`src/sv/ste_pkg.sv`:
```
package ste_pkg;

  localparam int CAPACITY_DEF = 32;
  localparam int DATA_W       = 32;
  localparam int FILL_W       = 6;

  typedef enum logic [1:0] {
    OP_INSERT = 2'd0,
    OP_DELETE = 2'd1,
    OP_UPDATE = 2'd2
  } op_t;

  typedef enum logic [1:0] {
    STAT_DONE      = 2'd0,
    STAT_FULL      = 2'd1,
    STAT_NOT_FOUND = 2'd2
  } status_t;

  typedef enum logic [3:0] {
    S_IDLE,
    S_FIND_RD,
    S_FIND_CMP,
    S_DEL_RD,
    S_DEL_WR,
    S_CLR,
    S_DN_RD,
    S_DN_CMP,
    S_UP_RD,
    S_UP_CMP,
    S_PLACE,
    S_OUT_RD,
    S_OUT_LD,
    S_EMPTY
  } state_t;

  // Result of the shared comparator: a == b and a > b, both signed.
  typedef struct packed {
    logic eq;
    logic gt;
  } cmp_res_t;

endpackage

```
`src/sv/ste_if.sv`:
```
interface ste_req_if;
  logic                              valid;
  logic                              ready;
  logic [1:0]                        operation;
  logic signed [ste_pkg::DATA_W-1:0] key_value;
  logic signed [ste_pkg::DATA_W-1:0] replacement;

  modport source (output valid, operation, key_value, replacement, input ready);
  modport sink (input valid, operation, key_value, replacement, output ready);
endinterface

interface ste_res_if;
  logic                              valid;
  logic                              ready;
  logic [1:0]                        status;
  logic [ste_pkg::FILL_W-1:0]        fill_count;
  logic                              entry_present;
  logic signed [ste_pkg::DATA_W-1:0] entry_data;
  logic                              last_result;

  modport source (output valid, status, fill_count, entry_present, entry_data, last_result,
                  input ready);
  modport sink (input valid, status, fill_count, entry_present, entry_data, last_result,
                output ready);
endinterface

```
`src/sv/ste_ram.sv`:
```
module ste_ram #(
  parameter int WIDTH = 32,
  parameter int DEPTH = 32
) (
  input  logic                     clk,
  input  logic                     we,
  input  logic [$clog2(DEPTH)-1:0] waddr,
  input  logic [WIDTH-1:0]         wdata,
  input  logic                     re,
  input  logic [$clog2(DEPTH)-1:0] raddr,
  output logic [WIDTH-1:0]         rdata
);

  logic [WIDTH-1:0] mem [DEPTH];

  always_ff @(posedge clk) begin
    if (we) begin
      mem[waddr] <= wdata;
    end
    if (re) begin
      rdata <= mem[raddr];
    end
  end

endmodule

```
`src/sv/ste_cmp.sv`:
```
module ste_cmp (
  input  logic signed [ste_pkg::DATA_W-1:0] a,
  input  logic signed [ste_pkg::DATA_W-1:0] b,
  output ste_pkg::cmp_res_t                 res
);

  always_comb begin
    res.eq = (a == b);
    res.gt = (a > b);
  end

endmodule

```
`src/sv/ste_engine.sv`:
```
module ste_engine #(
  parameter int CAPACITY = ste_pkg::CAPACITY_DEF
) (
  input  logic                              clk,
  input  logic                              rst,
  ste_req_if.sink                           req,
  ste_res_if.source                         res,
  // Table memory and shared comparator.
  output logic                              mem_we,
  output logic [$clog2(CAPACITY)-1:0]       mem_waddr,
  output logic [ste_pkg::DATA_W-1:0]        mem_wdata,
  output logic                              mem_re,
  output logic [$clog2(CAPACITY)-1:0]       mem_raddr,
  input  logic [ste_pkg::DATA_W-1:0]        mem_rdata,
  output logic signed [ste_pkg::DATA_W-1:0] cmp_a,
  output logic signed [ste_pkg::DATA_W-1:0] cmp_b,
  input  ste_pkg::cmp_res_t                 cmp
);

  localparam int AW = $clog2(CAPACITY);
  localparam int CW = $clog2(CAPACITY + 1);
  localparam int DW = ste_pkg::DATA_W;

  ste_pkg::state_t  state, state_next;
  ste_pkg::status_t status, status_next;
  logic [1:0]       op, op_next;
  logic [DW-1:0]    val, val_next;
  logic [DW-1:0]    rep, rep_next;
  logic [CW-1:0]    pos, pos_next;
  logic [CW-1:0]    fidx, fidx_next;
  logic [CW-1:0]    count, count_next;
  logic             go_stream;
  logic             out_free;
  logic             res_load;
  logic             res_present_d;
  logic [DW-1:0]    res_data_d;
  logic             res_last_d;

  logic                       res_valid;
  ste_pkg::status_t           res_status;
  logic [ste_pkg::FILL_W-1:0] res_fill;
  logic                       res_present;
  logic [DW-1:0]              res_data;
  logic                       res_last;

  assign req.ready = (state == ste_pkg::S_IDLE);
  assign out_free  = !res_valid || res.ready;

  assign res.valid         = res_valid;
  assign res.status        = res_status;
  assign res.fill_count    = res_fill;
  assign res.entry_present = res_present;
  assign res.entry_data    = res_data;
  assign res.last_result   = res_last;

  // The comparator sees the word read back first, except when a value rises.
  assign cmp_a = (state == ste_pkg::S_UP_CMP) ? val : mem_rdata;
  assign cmp_b = (state == ste_pkg::S_UP_CMP) ? mem_rdata : val;

  always_ff @(posedge clk) begin
    if (rst) begin
      state     <= ste_pkg::S_IDLE;
      count     <= '0;
      res_valid <= 1'b0;
    end else begin
      state <= state_next;
      count <= count_next;
      if (res_load) begin
        res_valid <= 1'b1;
      end else if (res.ready) begin
        res_valid <= 1'b0;
      end
    end
  end

  always_ff @(posedge clk) begin
    status <= status_next;
    op     <= op_next;
    val    <= val_next;
    rep    <= rep_next;
    pos    <= pos_next;
    fidx   <= fidx_next;
    if (res_load) begin
      res_status  <= status;
      res_fill    <= ste_pkg::FILL_W'(count);
      res_present <= res_present_d;
      res_data    <= res_data_d;
      res_last    <= res_last_d;
    end
  end

  always_comb begin
    state_next    = state;
    status_next   = status;
    op_next       = op;
    val_next      = val;
    rep_next      = rep;
    pos_next      = pos;
    fidx_next     = fidx;
    count_next    = count;
    go_stream     = 1'b0;
    mem_we        = 1'b0;
    mem_waddr     = pos[AW-1:0];
    mem_wdata     = val;
    mem_re        = 1'b0;
    mem_raddr     = pos[AW-1:0];
    res_load      = 1'b0;
    res_present_d = 1'b1;
    res_data_d    = mem_rdata;
    res_last_d    = 1'b0;

    unique case (state)
      ste_pkg::S_IDLE: begin
        if (req.valid) begin
          op_next     = req.operation;
          val_next    = req.key_value;
          rep_next    = req.replacement;
          status_next = ste_pkg::STAT_DONE;
          if (req.operation == ste_pkg::OP_INSERT) begin
            if (count == CW'(CAPACITY)) begin
              status_next = ste_pkg::STAT_FULL;
              go_stream   = 1'b1;
            end else begin
              pos_next   = count;
              state_next = ste_pkg::S_DN_RD;
            end
          end else if (req.operation == ste_pkg::OP_DELETE ||
                       req.operation == ste_pkg::OP_UPDATE) begin
            pos_next   = '0;
            state_next = ste_pkg::S_FIND_RD;
          end else begin
            go_stream = 1'b1;
          end
        end
      end

      ste_pkg::S_FIND_RD: begin
        if (pos == count) begin
          status_next = ste_pkg::STAT_NOT_FOUND;
          go_stream   = 1'b1;
        end else begin
          mem_re     = 1'b1;
          state_next = ste_pkg::S_FIND_CMP;
        end
      end

      ste_pkg::S_FIND_CMP: begin
        if (cmp.eq) begin
          if (op == ste_pkg::OP_DELETE) begin
            state_next = ste_pkg::S_DEL_RD;
          end else begin
            fidx_next  = pos;
            val_next   = rep;
            state_next = ste_pkg::S_DN_RD;
          end
        end else begin
          pos_next   = pos + CW'(1);
          state_next = ste_pkg::S_FIND_RD;
        end
      end

      ste_pkg::S_DEL_RD: begin
        if (pos + CW'(1) == count) begin
          state_next = ste_pkg::S_CLR;
        end else begin
          mem_re     = 1'b1;
          mem_raddr  = AW'(pos + CW'(1));
          state_next = ste_pkg::S_DEL_WR;
        end
      end

      ste_pkg::S_DEL_WR: begin
        mem_we     = 1'b1;
        mem_wdata  = mem_rdata;
        pos_next   = pos + CW'(1);
        state_next = ste_pkg::S_DEL_RD;
      end

      ste_pkg::S_CLR: begin
        mem_we     = 1'b1;
        mem_waddr  = AW'(count - CW'(1));
        mem_wdata  = '0;
        count_next = count - CW'(1);
        go_stream  = 1'b1;
      end

      // Moving down: entries above the value shift up one slot each step.
      ste_pkg::S_DN_RD: begin
        if (pos == '0) begin
          if (op == ste_pkg::OP_UPDATE && pos == fidx) begin
            state_next = ste_pkg::S_UP_RD;
          end else begin
            state_next = ste_pkg::S_PLACE;
          end
        end else begin
          mem_re     = 1'b1;
          mem_raddr  = AW'(pos - CW'(1));
          state_next = ste_pkg::S_DN_CMP;
        end
      end

      ste_pkg::S_DN_CMP: begin
        if (cmp.gt) begin
          mem_we     = 1'b1;
          mem_wdata  = mem_rdata;
          pos_next   = pos - CW'(1);
          state_next = ste_pkg::S_DN_RD;
        end else if (op == ste_pkg::OP_UPDATE && pos == fidx) begin
          state_next = ste_pkg::S_UP_RD;
        end else begin
          state_next = ste_pkg::S_PLACE;
        end
      end

      // Moving up is only tried when an updated value did not move down.
      ste_pkg::S_UP_RD: begin
        if (pos + CW'(1) == count) begin
          state_next = ste_pkg::S_PLACE;
        end else begin
          mem_re     = 1'b1;
          mem_raddr  = AW'(pos + CW'(1));
          state_next = ste_pkg::S_UP_CMP;
        end
      end

      ste_pkg::S_UP_CMP: begin
        if (cmp.gt) begin
          mem_we     = 1'b1;
          mem_wdata  = mem_rdata;
          pos_next   = pos + CW'(1);
          state_next = ste_pkg::S_UP_RD;
        end else begin
          state_next = ste_pkg::S_PLACE;
        end
      end

      ste_pkg::S_PLACE: begin
        mem_we = 1'b1;
        if (op == ste_pkg::OP_INSERT) begin
          count_next = count + CW'(1);
        end
        go_stream = 1'b1;
      end

      ste_pkg::S_OUT_RD: begin
        if (out_free) begin
          mem_re     = 1'b1;
          state_next = ste_pkg::S_OUT_LD;
        end
      end

      ste_pkg::S_OUT_LD: begin
        res_load   = 1'b1;
        res_last_d = (pos + CW'(1) == count);
        pos_next   = pos + CW'(1);
        state_next = res_last_d ? ste_pkg::S_IDLE : ste_pkg::S_OUT_RD;
      end

      ste_pkg::S_EMPTY: begin
        if (out_free) begin
          res_load      = 1'b1;
          res_present_d = 1'b0;
          res_data_d    = '0;
          res_last_d    = 1'b1;
          state_next    = ste_pkg::S_IDLE;
        end
      end

      default: begin
        state_next = ste_pkg::S_IDLE;
      end
    endcase

    if (go_stream) begin
      pos_next   = '0;
      state_next = (count_next == '0) ? ste_pkg::S_EMPTY : ste_pkg::S_OUT_RD;
    end
  end

endmodule

```
`src/sv/sorted_table_engine_top.sv`:
```
// Sorted table of signed 32-bit values kept in ascending order with a fill count.
// Requests arrive as words on req: operation (insert, delete, update), key_value and
// replacement. A request is taken only while the block is idle; req.ready stays low
// while one request is searched, shifted and streamed.
// After every request the block sends the whole table on res, one word per entry in
// ascending order, each with the status and the new count; last_result marks the
// final word. An empty table gives a single word with entry_present low.
// All work goes through one table memory with a registered read port and one shared
// comparator: each search or shift step is a read, then a compare and, when shifting,
// a write; each streamed entry is read, then loaded into the output register. The last
// result sits in an output register, so the next request can be taken while it still
// waits. When res.ready is low the stream simply pauses; nothing is lost.
// Reset clears the count to zero; table contents are not cleared, since only
// entries below the count are ever read.
module sorted_table_engine_top #(
  parameter int CAPACITY = ste_pkg::CAPACITY_DEF
) (
  input  logic      clk,
  input  logic      rst,
  ste_req_if.sink   req,
  ste_res_if.source res
);

  localparam int AW = $clog2(CAPACITY);
  localparam int DW = ste_pkg::DATA_W;

  logic                 mem_we;
  logic [AW-1:0]        mem_waddr;
  logic [DW-1:0]        mem_wdata;
  logic                 mem_re;
  logic [AW-1:0]        mem_raddr;
  logic [DW-1:0]        mem_rdata;
  logic signed [DW-1:0] cmp_a;
  logic signed [DW-1:0] cmp_b;
  ste_pkg::cmp_res_t    cmp;

  ste_engine #(
    .CAPACITY (CAPACITY)
  ) u_engine (
    .clk       (clk),
    .rst       (rst),
    .req       (req),
    .res       (res),
    .mem_we    (mem_we),
    .mem_waddr (mem_waddr),
    .mem_wdata (mem_wdata),
    .mem_re    (mem_re),
    .mem_raddr (mem_raddr),
    .mem_rdata (mem_rdata),
    .cmp_a     (cmp_a),
    .cmp_b     (cmp_b),
    .cmp       (cmp)
  );

  ste_ram #(
    .WIDTH (DW),
    .DEPTH (CAPACITY)
  ) u_table (
    .clk   (clk),
    .we    (mem_we),
    .waddr (mem_waddr),
    .wdata (mem_wdata),
    .re    (mem_re),
    .raddr (mem_raddr),
    .rdata (mem_rdata)
  );

  ste_cmp u_cmp (
    .a   (cmp_a),
    .b   (cmp_b),
    .res (cmp)
  );

endmodule

```
`src/flat_wrapper.sv`:
```
// flat-port wrapper written by rule: the top's interface ports become plain ports
module sorted_table_engine_top_flat 
#(
  parameter int CAPACITY = ste_pkg::CAPACITY_DEF
)
  (clk, rst, req_valid, req_operation, req_key_value, req_replacement, req_ready, res_valid, res_status, res_fill_count, res_entry_present, res_entry_data, res_last_result, res_ready);
  ste_req_if req_i ();
  ste_res_if res_i ();
  input  logic clk;
  input  logic rst;
  input wire logic [$bits(req_i.valid)-1:0] req_valid;
  input wire logic [$bits(req_i.operation)-1:0] req_operation;
  input wire logic [$bits(req_i.key_value)-1:0] req_key_value;
  input wire logic [$bits(req_i.replacement)-1:0] req_replacement;
  output wire logic [$bits(req_i.ready)-1:0] req_ready;
  output wire logic [$bits(res_i.valid)-1:0] res_valid;
  output wire logic [$bits(res_i.status)-1:0] res_status;
  output wire logic [$bits(res_i.fill_count)-1:0] res_fill_count;
  output wire logic [$bits(res_i.entry_present)-1:0] res_entry_present;
  output wire logic [$bits(res_i.entry_data)-1:0] res_entry_data;
  output wire logic [$bits(res_i.last_result)-1:0] res_last_result;
  input wire logic [$bits(res_i.ready)-1:0] res_ready;
  assign req_i.valid = req_valid;
  assign req_i.operation = req_operation;
  assign req_i.key_value = req_key_value;
  assign req_i.replacement = req_replacement;
  assign req_ready = req_i.ready;
  assign res_valid = res_i.valid;
  assign res_status = res_i.status;
  assign res_fill_count = res_i.fill_count;
  assign res_entry_present = res_i.entry_present;
  assign res_entry_data = res_i.entry_data;
  assign res_last_result = res_i.last_result;
  assign res_i.ready = res_ready;
  sorted_table_engine_top #(.CAPACITY(CAPACITY)) u_core (.clk(clk), .rst(rst), .req(req_i), .res(res_i));
endmodule
```
`config.mk`:
```
export PLATFORM = sky130hd
export DESIGN_NAME = sorted_table_engine_top_flat
export DESIGN_NICKNAME = d
export VERILOG_FILES = /design/src/sv/ste_pkg.sv /design/src/sv/ste_if.sv /design/src/sv/ste_ram.sv /design/src/sv/ste_cmp.sv /design/src/sv/ste_engine.sv /design/src/sv/sorted_table_engine_top.sv /design/src/flat_wrapper.sv
export SDC_FILE = /design/constraint.sdc
export NUM_CORES = 2
export LEC_CHECK = 0
export ABC_AREA = 1
export BUFFER_PORTS_ARGS = -buffer_cell sky130_fd_sc_hd__clkbuf_2
export CAP_MARGIN = 20
export CORE_MARGIN = 2
export CORE_UTILIZATION = 45
export CTS_CLUSTER_DIAMETER = 40
export DETAILED_ROUTE_END_ITERATION = 8
export GPL_TIMING_DRIVEN = 0
export PLACE_DENSITY = 0.65
export SYNTH_ARGS = -nofsm -noshare
export SYNTH_HDL_FRONTEND = slang
export SYNTH_SLANG_ARGS = --single-unit
```
`constraint.sdc`:
```
create_clock -name clk -period 4.3 [get_ports clk]
set_input_delay 1.29 -clock clk [delete_from_list [all_inputs] [get_ports clk]]
set_output_delay 1.29 -clock clk [all_outputs]
set_load 0.05 [all_outputs]
```
==> run metrics <==
status finished with violations; failing checks setup timing; Post-Route WL 170 mm; syn_nets 5,121; core box area 0.118 sq mm; max-slew violations 0; CP required 4.90 ns; ys flop type edfxtp_1; initial antenna violation count 5; drt pass-1 iters 6; layout net count 5,564; Post-synth EDFFs 1,172; cell area after layout 0.0637 sq mm; CTS tree yes; post-synth top area share 0.661; hold bufs inserted after CTS 0; clock root buffer master clkbuf_16; Crit. End Element flip-flop; fin worst setup slack -0.0132 ns; full die area 0.121 sq mm; DR iter-0 viols 5,204; Initial Util 0.452; WL/cell 23.8 um; met2 WL 78.5 mm; final count of negative-setup-slack endpoints 1; met1 WL 66.6 mm; Vert. Die Dim 348 um; ys async rst share 0; Mapped Avg Cell Area 10.6 sq um; Top Metal Used met4; number of fill cells 9,950; met3 WL 16.8 mm; Yosys reg bits 1,189; Slew @ Worst Pin 1.14 ns; Via Count 40,000; Hold Violations, Final 0; Synth area leader edfxtp_1; first-pass GRT wire length 244 mm; grt ovf 0; row count 126; All-Layer GR Usage 0.277; Inserted Clock Buffers 149; Worst-path clk slew 0.06 ns; # H-tree levels 4; via-per-instance ratio 5.59; fin crit share 1.00; Hold Path Class reg -> reg; I/O Buffers 112; CTS sink cnt 1,189; startpoint types flip-flop; largest net degree at the start of global routing 34; I/O pin cnt 114; maxcap violations 0; Post-DP HPWL 123 mm; Worst-Skew Late Latency 0.76 ns; Clock Tree Buf Depth 3; relative slew slack 0.237; clk_skew 0.0260 ns; share of the yosys chip area belonging to registers 0.667; Area Growth Syn to Fin 19.6%; synth warn 0; die width 348 um; Routability Congestion 0.974; fmax 232 MHz; number of nets with antenna violations after routing 0; crit-path max FO 10; Syn Inst Count 5,043; fraction of layout cells with a size suffix above 1 0.156; Synth area leaders edfxtp_1 66%, nand2_1 10%, nand3_1 9.3%, nand3b_1 3.6%, inv_1 3.2%; fin util 0.541; Distinct cells, synth 43; vias in the first global route 37,300; Worst EP arrival 4.92 ns; Crit Path Class reg -> reg; area of the mapped netlist 0.0533 sq mm; setup_tns -0.0132 ns; drt drc 0; min cycle time layout 4.31 ns; Placement Cell Area 0.0578 sq mm
==> metal layers <==
metal  GRT usage  up-vias
li1            -    18200
met4       0.137        0
met2       0.435     2044
met5           0        -
met1       0.367    19400
met3      0.0580      346
==> cells in the mapped netlist (4+ instances only) <==
library cell / n
ha_1: 8
dfxtp_1: 17
buf_2: 189
a21oi_1: 38
o22ai_1: 6
nand3_1: 986
nand3_2: 4
nor2_1: 156
nand2_1: 1448
o221ai_1: 8
o21ai_0: 48
edfxtp_1: 1172
nand4_1: 9
buf_4: 20
clkbuf_1: 75
o21ai_1: 4
o211ai_1: 50
buf_1: 19
inv_1: 452
a31oi_1: 6
nor4_1: 4
xnor2_1: 5
inv_2: 9
nor3_1: 7
xor2_1: 14
nand3b_1: 257
==> cell type report <==
class / count / area [sq um] / share of cell area
inverter: 462 / 1740 / 0.0273
timing repair buffer: 291 / 2810 / 0.0441
clock inverter: 99 / 1190 / 0.0187
buffer: 305 / 1610 / 0.0253
tap: 1536 / 1920 / 0.0302
multi-input combinational: 3088 / 15000 / 0.236
clock buffer: 174 / 3890 / 0.0610
sequential: 1189 / 35500 / 0.558
antenna: 2 / 5.00 / 0.0000786
==> cell families (layout without fill, tap and decap cells) <==
family                     Yosys count  count (layout)  share of synthesized area
AOI/OAI and AO/OA                  173             173                     0.0203
xor gates and xnor gates            19              19                    0.00312
adders and majority gates            8               8                    0.00188
buffers and inverters              768            1331                     0.0604
DFF                               1189            1189                      0.667
other                                0               2                          0
and+or+nand+nor                   2886            2888                      0.247
==> worst paths after layout <==
check	start	slack [ns]	cells past startpoint	endpoint
max	u_core.u_engine.pos[1]	-0.01	17	u_core.u_table.rdata[7]
min	u_core.u_engine.count[2]	0.43	0	u_core.u_engine.res.fill_count[2]
min reg2reg	u_core.u_engine.count[2]	0.43	0	u_core.u_engine.res.fill_count[2]
max reg2reg	u_core.u_engine.pos[1]	-0.01	17	u_core.u_table.rdata[7]
==> state kept, by name (all words and copies together), names as in the netlist <==
name / cells
u_core.u_engine.res.entry_data: 32
u_core.u_table.mem: 1024
u_core.u_engine.fidx: 6
u_core.u_engine.op: 2
u_core.u_engine.res.last_result: 1
u_core.u_table.rdata: 32
u_core.u_engine.count: 6
u_core.u_engine.res.valid: 1
u_core.u_engine.res.status: 2
u_core.u_engine.res.fill_count: 6
u_core.u_engine.res.entry_present: 1
u_core.u_engine.rep: 32
u_core.u_engine.state: 4
u_core.u_engine.pos: 6
u_core.u_engine.val: 32
u_core.u_engine.status: 2
==> cell usage in the layout, fill, tap and decap left out, types with 46 or more instances in the layout <==
| cell | netlist | routed |
|---|---|---|
| nand2_1 | 1448 | 1442 |
| edfxtp_1 | 1172 | 1172 |
| nand3_1 | 986 | 975 |
| inv_1 | 452 | 452 |
| nand3b_1 | 257 | 257 |
| buf_2 | 189 | 174 |
| clkbuf_16 | 0 | 152 |
| clkbuf_2 | 0 | 151 |
| buf_4 | 20 | 127 |
| nor2_1 | 156 | 124 |
| clkbuf_1 | 75 | 61 |
| o211ai_1 | 50 | 50 |
| o21ai_0 | 48 | 46 |
==> repair_timing <==
item,4_1_cts,5_1_grt
buffers inserted,25,19
gates cloned,2,0
setup endpoints to repair,876,1070
pin swaps,14,12
gates resized for setup,37,91
==> stage by stage <==
| step | std cells | setup WS (ns) | hold WS (ns) |
|---|---|---|---|
| after floorplan | 5043 | 0.426 | 0.400 |
| after global placement | 6691 | -2.39 | 0.408 |
| after detailed placement | 6824 | -0.588 | 0.413 |
| after CTS | 7123 | 0.000803 | 0.428 |
| after global routing | 7144 | -0.0129 | 0.436 |
| final | 7146 | -0.0132 | 0.427 |
==> worst max-delay path, stage by stage (launching register included) <==
cell      delay, ns
dfxtp_1        0.35
buf_4          0.18
inv_1          0.16
ha_4           0.36
inv_1          0.05
nand2_1        0.05
nand3_1        0.09
nor3_2         0.28
nand3_2        0.19
nand2_4        0.14
o22ai_1        0.07
a21oi_1        0.28
clkbuf_1       0.67
buf_2          0.42
nand3_1        0.29
nand2_1        0.24
nand2_1        0.16
nand2_1        0.16
Power is not shown: default switching activity piles up to over one toggle a cycle in this logic, so the estimate is an artifact.
